<file path="config.mk">
export PLATFORM = sky130hd
export DESIGN_NAME = plp_vec_cell
export DESIGN_NICKNAME = d
export VERILOG_FILES = /design/src/rtl/core/plp_pkg.sv /design/src/rtl/core/plp_vec_cell.sv
export SDC_FILE = /design/constraint.sdc
export NUM_CORES = 1
export LEC_CHECK = 0
export BUFFER_PORTS_ARGS = -buffer_cell sky130_fd_sc_hd__buf_2
export CAP_MARGIN = 20
export CORE_ASPECT_RATIO = 1.5
export CORE_MARGIN = 1
export CORE_UTILIZATION = 25
export CTS_BUF_LIST = sky130_fd_sc_hd__clkbuf_8 sky130_fd_sc_hd__clkbuf_16
export CTS_CLUSTER_DIAMETER = 100
export DETAILED_ROUTE_END_ITERATION = 16
export PLACE_DENSITY = 0.53
export SETUP_SLACK_MARGIN = 0.1
export SKIP_CTS_REPAIR_TIMING = 1
export SLEW_MARGIN = 20
export SYNTH_ARGS = -nofsm -noshare
export SYNTH_HDL_FRONTEND = slang
export SYNTH_SLANG_ARGS = --single-unit
</file>
<file path="constraint.sdc">
create_clock -name clk -period 7.2 [get_ports clk]
set_clock_uncertainty 0.2 [all_clocks]
set_input_delay 0.36 -clock clk [delete_from_list [all_inputs] [get_ports clk]]
set_output_delay 0.36 -clock clk [all_outputs]
set_load 0.01 [all_outputs]
</file>
<file path="src/rtl/core/plp_pkg.sv">
// ----------------------------------------------------------------------------
// plp_pkg: shared constants and tables for the line voltage phasor core
// Holds the CORDIC arctangent table, fixed-point formats and scaling
// constants used by the front end, the CORDIC cells and the back end.
// ----------------------------------------------------------------------------
`default_nettype none

package plp_pkg;

  // Defaults for the top level parameters.
  localparam int CORDIC_STEPS_DEF = 16;
  localparam int MAG_WIDTH_DEF    = 16;

  // Fixed formats.
  localparam int ANG_W   = 15;   // degrees, 6 fraction bits
  localparam int GUARD   = 12;   // extra fraction bits inside the CORDIC
  localparam int X_EXTRA = 18;   // headroom over the magnitude for gain and sign
  localparam int ZW      = 34;   // binary angle, full turn is 2^32, with headroom
  localparam int TAB_LEN = 24;

  // Degrees to binary angle: ang * 2^23 / 45 = ang * Q_WHOLE + ang * Q_REM / 45.
  localparam int Q_WHOLE  = 186413;
  localparam int Q_REM    = 23;
  localparam int DIV_MUL  = 372827;  // floor(2^24 / 45)
  localparam int DIV_SH   = 24;
  localparam int DIV_DEN  = 45;

  // Binary angle to degrees.
  localparam int DEG_TURN = 23040;

  // RMS scale round(2^32 / (K^2 * sqrt 2)) split into two 16-bit halves.
  localparam longint LINE_SCALE = 64'd1119912543;
  localparam int SCALE_HI = int'(LINE_SCALE >> 16);
  localparam int SCALE_LO = int'(LINE_SCALE & 64'hFFFF);

  typedef logic signed [ZW-1:0] zang_t;

  // Arctangent of 2^-i as a binary angle.
  function automatic zang_t atan_val(input int idx);
    zang_t v;
    case (idx)
      0:       v = 34'sd536870912;
      1:       v = 34'sd316933406;
      2:       v = 34'sd167458907;
      3:       v = 34'sd85004756;
      4:       v = 34'sd42667331;
      5:       v = 34'sd21354465;
      6:       v = 34'sd10679838;
      7:       v = 34'sd5340245;
      8:       v = 34'sd2670163;
      9:       v = 34'sd1335087;
      10:      v = 34'sd667544;
      11:      v = 34'sd333772;
      12:      v = 34'sd166886;
      13:      v = 34'sd83443;
      14:      v = 34'sd41722;
      15:      v = 34'sd20861;
      16:      v = 34'sd10430;
      17:      v = 34'sd5215;
      18:      v = 34'sd2608;
      19:      v = 34'sd1304;
      20:      v = 34'sd652;
      21:      v = 34'sd326;
      22:      v = 34'sd163;
      23:      v = 34'sd81;
      default: v = '0;
    endcase
    return v;
  endfunction

endpackage

`default_nettype wire

</file>
<file path="src/rtl/core/plp_vec_cell.sv">
// ----------------------------------------------------------------------------
// plp_vec_cell: one vectoring-mode CORDIC step
// Drives the imaginary part towards zero, collecting the angle turned, and
// passes the zero-difference mark along with the vector.
// ----------------------------------------------------------------------------
`default_nettype none

module plp_vec_cell
  import plp_pkg::*;
#(
  parameter int XW  = MAG_WIDTH_DEF + X_EXTRA,
  parameter int IDX = 0
) (
  input  logic                 clk,
  input  logic                 en,
  input  logic signed [XW-1:0] x_in,
  input  logic signed [XW-1:0] y_in,
  input  zang_t                z_in,
  input  logic                 zero_in,
  output logic signed [XW-1:0] x,
  output logic signed [XW-1:0] y,
  output zang_t                z,
  output logic                 zero
);

  // Direction follows the sign of the imaginary part.
  always_ff @(posedge clk) begin
    if (en) begin
      zero <= zero_in;
      if (!y_in[XW-1]) begin
        x <= x_in + (y_in >>> IDX);
        y <= y_in - (x_in >>> IDX);
        z <= z_in + atan_val(IDX);
      end else begin
        x <= x_in - (y_in >>> IDX);
        y <= y_in + (x_in >>> IDX);
        z <= z_in - atan_val(IDX);
      end
    end
  end

endmodule

`default_nettype wire

</file>
=== Yosys cells after proc, flatten, opt, wreduce, memory -nomap -nowiden ===
Index checks and enable logic that the tools add are counted.
Widths: inputs -> output; s select.

* Output and inout bits: 103
* Bits in registers: 103
* Logic and storage cells: 12

* Muxes and demuxes: 3
* $add $sub $neg: 5

{| class="wikitable"
|+ Operators by type and width
! operator !! count
|-
| $mux 34 || 3
|-
| $sub 34x34->34 || 2
|-
| $add 34x31->34 const B || 1
|-
| $add 34x34->34 || 1
|-
| $sub 34x31->34 const B || 1
|}

=== Longest topological paths before layout ===
Gate-level depths: netlist of the first run.

* Depth after elaboration: 2
* Gate-level depth with buffers: 13
* Gate-level depth less buffers: 12

=== Least setup slack after synthesis of the first run ===
No wires, ideal clock.

* Path type: input-to-reg
* Start point: input port x_in[0]
* End point: register y[30] (data pin)
* Library setup time: 0.270 ns
* Stages: 11
* Setup slack: 4.059 ns
* Buffers on the path: 0
* Data required time: 6.730 ns
* Arrival time: 2.671 ns
* Cell sequence: ha_1 fa_1 nor2b_1 o211ai_2 a21oi_2 o41ai_4 o31ai_4 a311oi_4 o31a_2 a2bb2oi_2 xor2_1

* Cells in the longest elaborated chain, start to end: 2
* Elaborated cells on any way between the ends: 3

{| class="wikitable"
|+ RTL lines
! element !! line !! source
|-
| from (decl) || plp_vec_cell.sv:16 || <nowiki>input logic signed [XW-1:0] x_in,</nowiki>
|-
| $sub 34x34->34 or $add 34x34->34 (tied branches) || plp_vec_cell.sv:32, plp_vec_cell.sv:36 ||
|-
| $mux 34 * || plp_vec_cell.sv:30 || <nowiki>if (!y_in[XW-1]) begin</nowiki>
|-
| to (signal assigned) || plp_vec_cell.sv:32 || <nowiki>y <= y_in - (x_in >>> IDX);</nowiki>
|-
| to (signal assigned) || plp_vec_cell.sv:36 || <nowiki>y <= y_in + (x_in >>> IDX);</nowiki>
|-
| to (decl) || plp_vec_cell.sv:21 || <nowiki>output logic signed [XW-1:0] y,</nowiki>
|}

Every way passes the cells marked *; elsewhere a longest branch is shown, timed or not.
A chain may end at the register's enable or synchronous reset.

=== Worst setup path in the final report of the first run ===
* Start point: input port x_in[19]
* End point: register y[32] (data pin)

Same word-level chain as after synthesis.

==> reports/metrics.csv, run 1 <==
metric,value,unit
max_cap_violations,0,
initialDrtViolationCount,489,
finish.instance_area,0.0112,mm²
clk_pin_slew_worst_paths,0.08,ns
crit_path_end_kind,register,
boundaryPins,208,
die_area,0.0373,mm²
cp.required,7.14,ns
grtUsageTotal,18.6,%
fin_setup_tns,0,ns
avgRoutedWirePerCell,20.4,µm
fin_crit,4.08,ns
hold_depth,2,
hp-class,in -> reg,
worstPathCellList,"buf_2, inv_1, ha_1, nand4_1, nor4_2, nand2_1, o31ai_1, a211oi_1, a21o_1, a221oi_1, o31ai_1, xnor2_1",
ys_types,78,
slowest_delay,0.74,ns
avgSynthCellArea,8.91,µm²
p_leak,4.80,nW
yosysWarnings,0,
crit_top_cell,o31ai_1,
grt_pass1_wl,50700,µm
antenna_found_initial,0,
hold_viol,0,
finalMaxSlewViolations,0,
clock_tree.buffer_depth,2,
max_slew.worst_pin.slew,0.963,ns
grt_overflow,0,
via_per_inst,4.99,
route.vias.total,8545,
fin_crit_sh,56.6,%
yosys_register_bits,102,
coreArea,0.0359,mm²
place_hpwl,28100,µm
initial_core_util,25.4,%
synth-async-reset-ratio,0,%
status,"complete, no violations",
cellPowerDensity,189,mW/mm²
dp_slack,2.97,ns
final_nets,1442,
finalSetupViolCount,0,
grt_max_degree,53,
io_buffers,207,
critical_path_arrival,4.01,ns
synthFlopType,edfxtp_1,
cts_tree,built,
globalplace.congestion,0.996,
fin_ws,3.12,ns
rows,85,
drive_gt1_share,20.6,%
syn_to_final_growth,22.9,%
syn_inst,1023,
antenna_left,0,
clock-sinks,102,
critPathLaunchType,primary input,
routed_wl,35000,µm
dr.pass1.iters,5,
vdd.ir_drop.worst,0.107,mV
ys_seq_area_share,33.6,%
final_cell_mix,"buf_2, a21oi_1, inv_1",
antenna_cells,0,
layout_commonest_cell,buf_2,
numCtsBuffers,9,
endpoint,y[32],
root_buffer,clkbuf_16,
place_area,0.0106,mm²
grt_pass1_vias,8430,
rsz0062_at_grt,false,
relSlewSlack,35.2,%
synth-edff-count,102,
cpMaxStageDelayCell,ha_1,
crit_fanout,19,
fmax,245,MHz
die_h,236,µm
drc_errors,0,
cts-htree-levels,3,
syn_area,0.00912,mm²
postSynthNetCount,1235,
startpoint,x_in[19],
die_x,158,µm
path_class,in -> reg,
[per-layer routing]
layer | up-vias | global-route usage, % | wire [µm]
met2 | 322 | 34.3 | 18700
met1 | 4046 | 19.1 | 12500
met3 | 89 | 2.87 | 1630
met4 | 0 | 12.0 | 2170
met5 | - | 0 | 0
li1 | 4088 | - | -
[state kept, by name, summed over array words and instances, names as in the netlist]
name / cells
x: 34
z: 34
y: 33
zero: 1
[final cells by class]
| class | instances | area, µm² |
|---|---|---|
| Clock buffer | 9 | 225 |
| Clock inverter | 7 | 91.3 |
| Fill cell | 3890 | 24700 |
| Inverter | 110 | 413 |
| Multi-Input combinational cell | 766 | 5440 |
| Sequential cell | 102 | 3060 |
| Tap cell | 478 | 598 |
| Timing Repair Buffer | 241 | 1370 |
[through the flow]
stage | total power (W) | util (%) | hold WS [ns] | std cells
2_1_floorplan | 0.00126 | - | 0.259 | 1023
6_report | 0.00211 | 31.2 | 0.0920 | 1713
4_1_cts | 0.00212 | 30.3 | -0.0672 | 1683
3_3_place_gp | 0.00158 | 29.5 | 0.337 | 1667
5_1_grt | 0.00222 | 31.2 | 0.105 | 1713
3_5_place_dp | 0.00157 | 29.5 | 0.338 | 1667
[cells in the mapped netlist (all sizes together) (12+ instances only)]
cell type,n,area share (%)
a21oi,130,7.2
inv,107,4.4
ha,103,14
edfxtp,102,34
nor2,80,3.3
o21ai,72,4.0
xnor2,60,5.8
nand2,55,2.3
o21bai,28,2.3
buf,26,1.4
nor3,20,1.3
clkbuf,19,0.80
a211oi,18,1.5
a21o,17,1.4
nand3,13,0.71
nand4,12,0.82
[where the power goes]
part,total [W],internal [W],switching (W),leakage [nW]
combinational,0.000786,0.000288,0.000498,3.65
clock,0.000537,0.000253,0.000285,0.152
sequential,0.000791,0.000765,0.0000259,0.998
total,0.00211,0.00131,0.000809,4.80
[cells by family (layout without fill, tap and decap cells)]
group / count (synthesis) / in the layout / share of synthesized area, %
multiplexers: 11 / 11 / 1.21
buffers and inverters: 155 / 367 / 6.71
AO/OA/AOI/OAI: 355 / 355 / 25.1
AND/OR/NAND/NOR: 225 / 225 / 11.8
adder cells (fa/ha/maj): 107 / 107 / 15.0
flip-flops: 102 / 102 / 33.6
XOR/XNOR: 68 / 68 / 6.53
[worst min path at each step]
stage             start  slack [ns]     to
6_report       z_in[29]        0.09  z[29]
3_5_place_dp    zero_in        0.34   zero
3_3_place_gp   z_in[19]        0.34  z[19]
4_1_cts         z_in[8]       -0.07   z[8]
5_1_grt        z_in[29]        0.11  z[29]
2_1_floorplan   z_in[0]        0.26   z[0]
[worst max-delay path, delay by kind of cell]
kind                     cells  cell delay [ns]
XOR/XNOR                     1             0.16
buffers and inverters        2             0.14
AND/OR/NAND/NOR              3             0.90
adder cells (fa/ha/maj)      1             0.74
AO/OA/AOI/OAI                5             1.69
No activity file was read; power rests on OpenSTA's default activity.
==> run 2: changes to the inputs <==
--- a/config.mk
+++ b/config.mk
@@ -5,6 +5,7 @@
 export SDC_FILE = /design/constraint.sdc
 export NUM_CORES = 1
 export LEC_CHECK = 0
+export ABC_AREA = 1
 export BUFFER_PORTS_ARGS = -buffer_cell sky130_fd_sc_hd__buf_2
 export CAP_MARGIN = 20
 export CORE_ASPECT_RATIO = 1.5
@@ -13,7 +14,7 @@
 export CTS_BUF_LIST = sky130_fd_sc_hd__clkbuf_8 sky130_fd_sc_hd__clkbuf_16
 export CTS_CLUSTER_DIAMETER = 100
 export DETAILED_ROUTE_END_ITERATION = 16
-export PLACE_DENSITY = 0.53
+export PLACE_DENSITY = 0.52
 export SETUP_SLACK_MARGIN = 0.1
 export SKIP_CTS_REPAIR_TIMING = 1
 export SLEW_MARGIN = 20
==> constraint.sdc (replaced) <==
create_clock -name clk -period 3.9 [get_ports clk]
set_clock_uncertainty 0.2 [all_clocks]
set_input_delay 0.195 -clock clk [delete_from_list [all_inputs] [get_ports clk]]
set_output_delay 0.195 -clock clk [all_outputs]
set_load 0.01 [all_outputs]
==> run 2 against run 1 <==
Combinational power is 100% higher; highest routed layer unchanged; die area is 15% higher; flip-flop and latch count stayed put; first-iteration DRC count is 37% higher.
==> reports/metrics.csv, run 2 <==
metric,value,unit
status,"complete, no violations",
fin_ws,1.29,ns
boundaryPins,208,
finalNonFillerCells,2274,
worstPathCellList,"buf_2, inv_1, ha_1, nand2_1, o21ai_0, inv_1, nand2_1, nand2_1, nand2_1, nand2_1, nand2_1, nand2_1, nand3_1, nand2_1",
via_per_inst,4.72,
rows,91,
vdd.ir_drop.worst,0.263,mV
grtUsageTotal,19.3,%
rsz0062_at_grt,false,
die_x,169,µm
root_buffer,clkbuf_16,
synthFlopType,edfxtp_1,
globalplace.congestion,0.924,
max_slew.worst_pin.slew,0.867,ns
antenna_cells,0,
synth.most_common_cell,nand2_1,
max_cap_violations,0,
hp-class,in -> reg,
critPathLaunchType,primary input,
critical_path_buf_inv_count,3,
antenna_left,0,
final_nets,1924,
die_h,253,µm
crit_top_cell,nand2_1,
avgSynthCellArea,6.97,µm²
io_buffers,207,
grt_pass1_wl,61200,µm
top_regs,"x: 34 flops, z: 34 flops, y: 33 flops",
syn_to_final_growth,19.6,%
crit_family,simple AND/OR/NAND/NOR gates,
syn_inst,1504,
clock_tree.buffer_depth,2,
fin_crit_sh,66.9,%
coreArea,0.0412,mm²
grt_max_degree,68,
fill_cells,4664,
utilization,30.4,%
cellPowerDensity,315,mW/mm²
yosysWarnings,0,
placedCellCount,2228,
relSlewSlack,42.2,%
ys_types,45,
crit_fanout,11,
ys_seq_area_share,29.2,%
dp_slack,0.959,ns
avgRoutedWirePerCell,18.3,µm
layout_commonest_cell,nand2_1,
postSynthNetCount,1716,
clock-sinks,102,
antenna_found_initial,0,
clk_pin_slew_worst_paths,0.08,ns
die_area,0.0428,mm²
finalSetupViolCount,0,
final_cell_mix,"nand2_1, buf_2, inv_1",
numCtsBuffers,9,
cpMaxStageDelayCell,ha_1,
yosys_register_bits,102,
synth-edff-count,102,
synth_top_area_cell,edfxtp_1,
fin_crit,2.61,ns
slowest_delay,0.59,ns
synth-async-reset-ratio,0,%
route.vias.total,10700,
cts_tree,built,
yosysTopAreaCellShare,29.2,%
p_leak,6.13,nW
drc_errors,0,
cts-htree-levels,3,
fin_setup_tns,0,ns
initialDrtViolationCount,668,
fmax,383,MHz
critical_path_arrival,2.51,ns
drive_gt1_share,16.6,%
synth_common_cells,"nand2_1, inv_1, nand3_1",
grt_pass1_vias,10700,
cp.required,3.79,ns
place_hpwl,34600,µm
syn_area,0.0105,mm²
grt_overflow,0,
synth_area_leaders,"edfxtp_1, nand2_1, ha_1",
initial_core_util,25.4,%
total_power,0.00395,W
routed_wl,41600,µm
crit_path_end_kind,register,
finalMaxSlewViolations,0,
hold_viol,0,
dr.pass1.iters,5,
path_class,in -> reg,
run 2: final timing paths:
check                 from    end  slack (ns)  cells past startpoint
setup / recovery   x_in[6]  y[24]        1.29                     14
hold / removal    x_in[33]  y[33]        0.02                      5
run 2: cell families after synthesis:
group | count (synthesis) | synth area share (%)
compound gates | 270 | 14.2
xor+xnor | 28 | 2.34
fa+ha+maj | 107 | 13.1
buf+inv | 260 | 10.7
flops | 102 | 29.2
simple gates | 737 | 30.6
run 2: through the flow:
stage / cell area (µm²) / hold WS, ns
6_report: 12500 / 0.0182
5_1_grt: 12500 / 0.0414
4_1_cts: 12200 / -0.235
3_5_place_dp: 11900 / 0.173
3_3_place_gp: 11900 / 0.171
2_1_floorplan: 10500 / 0.0939
run 2: cell type report:
cell class	instances	area, µm²	share of cell area, %
flip-flops and latches	102	3060	24.4
well taps	558	698	5.57
clock inverters	6	55.1	0.439
repair buffers	242	1380	11.0
clock buffers	9	225	1.80
multi-input cells	1142	6300	50.3
inverters	215	812	6.48
run 2: worst min-delay path, cell delays in order:
cell     delay (ns)
buf_2          0.10
nand2_1        0.05
nand2_1        0.05
nand2_1        0.04
nand2_1        0.06
run 2: per-layer routing:
metal  up-vias  global-route usage [%]  wire length, µm
met2       314                    37.7            22600
met3        93                    2.08             1510
li1       5337                       -                -
met4         0                    13.6             2880
met1      4980                    18.6            14500
met5         -                       0                0
run 2: where the power goes:
| part | internal, W | leakage [nW] | switching [W] |
|---|---|---|---|
| clock | 0.000444 | 0.132 | 0.000498 |
| sequential | 0.00138 | 0.997 | 0.0000382 |
| combinational | 0.000511 | 5.01 | 0.00108 |
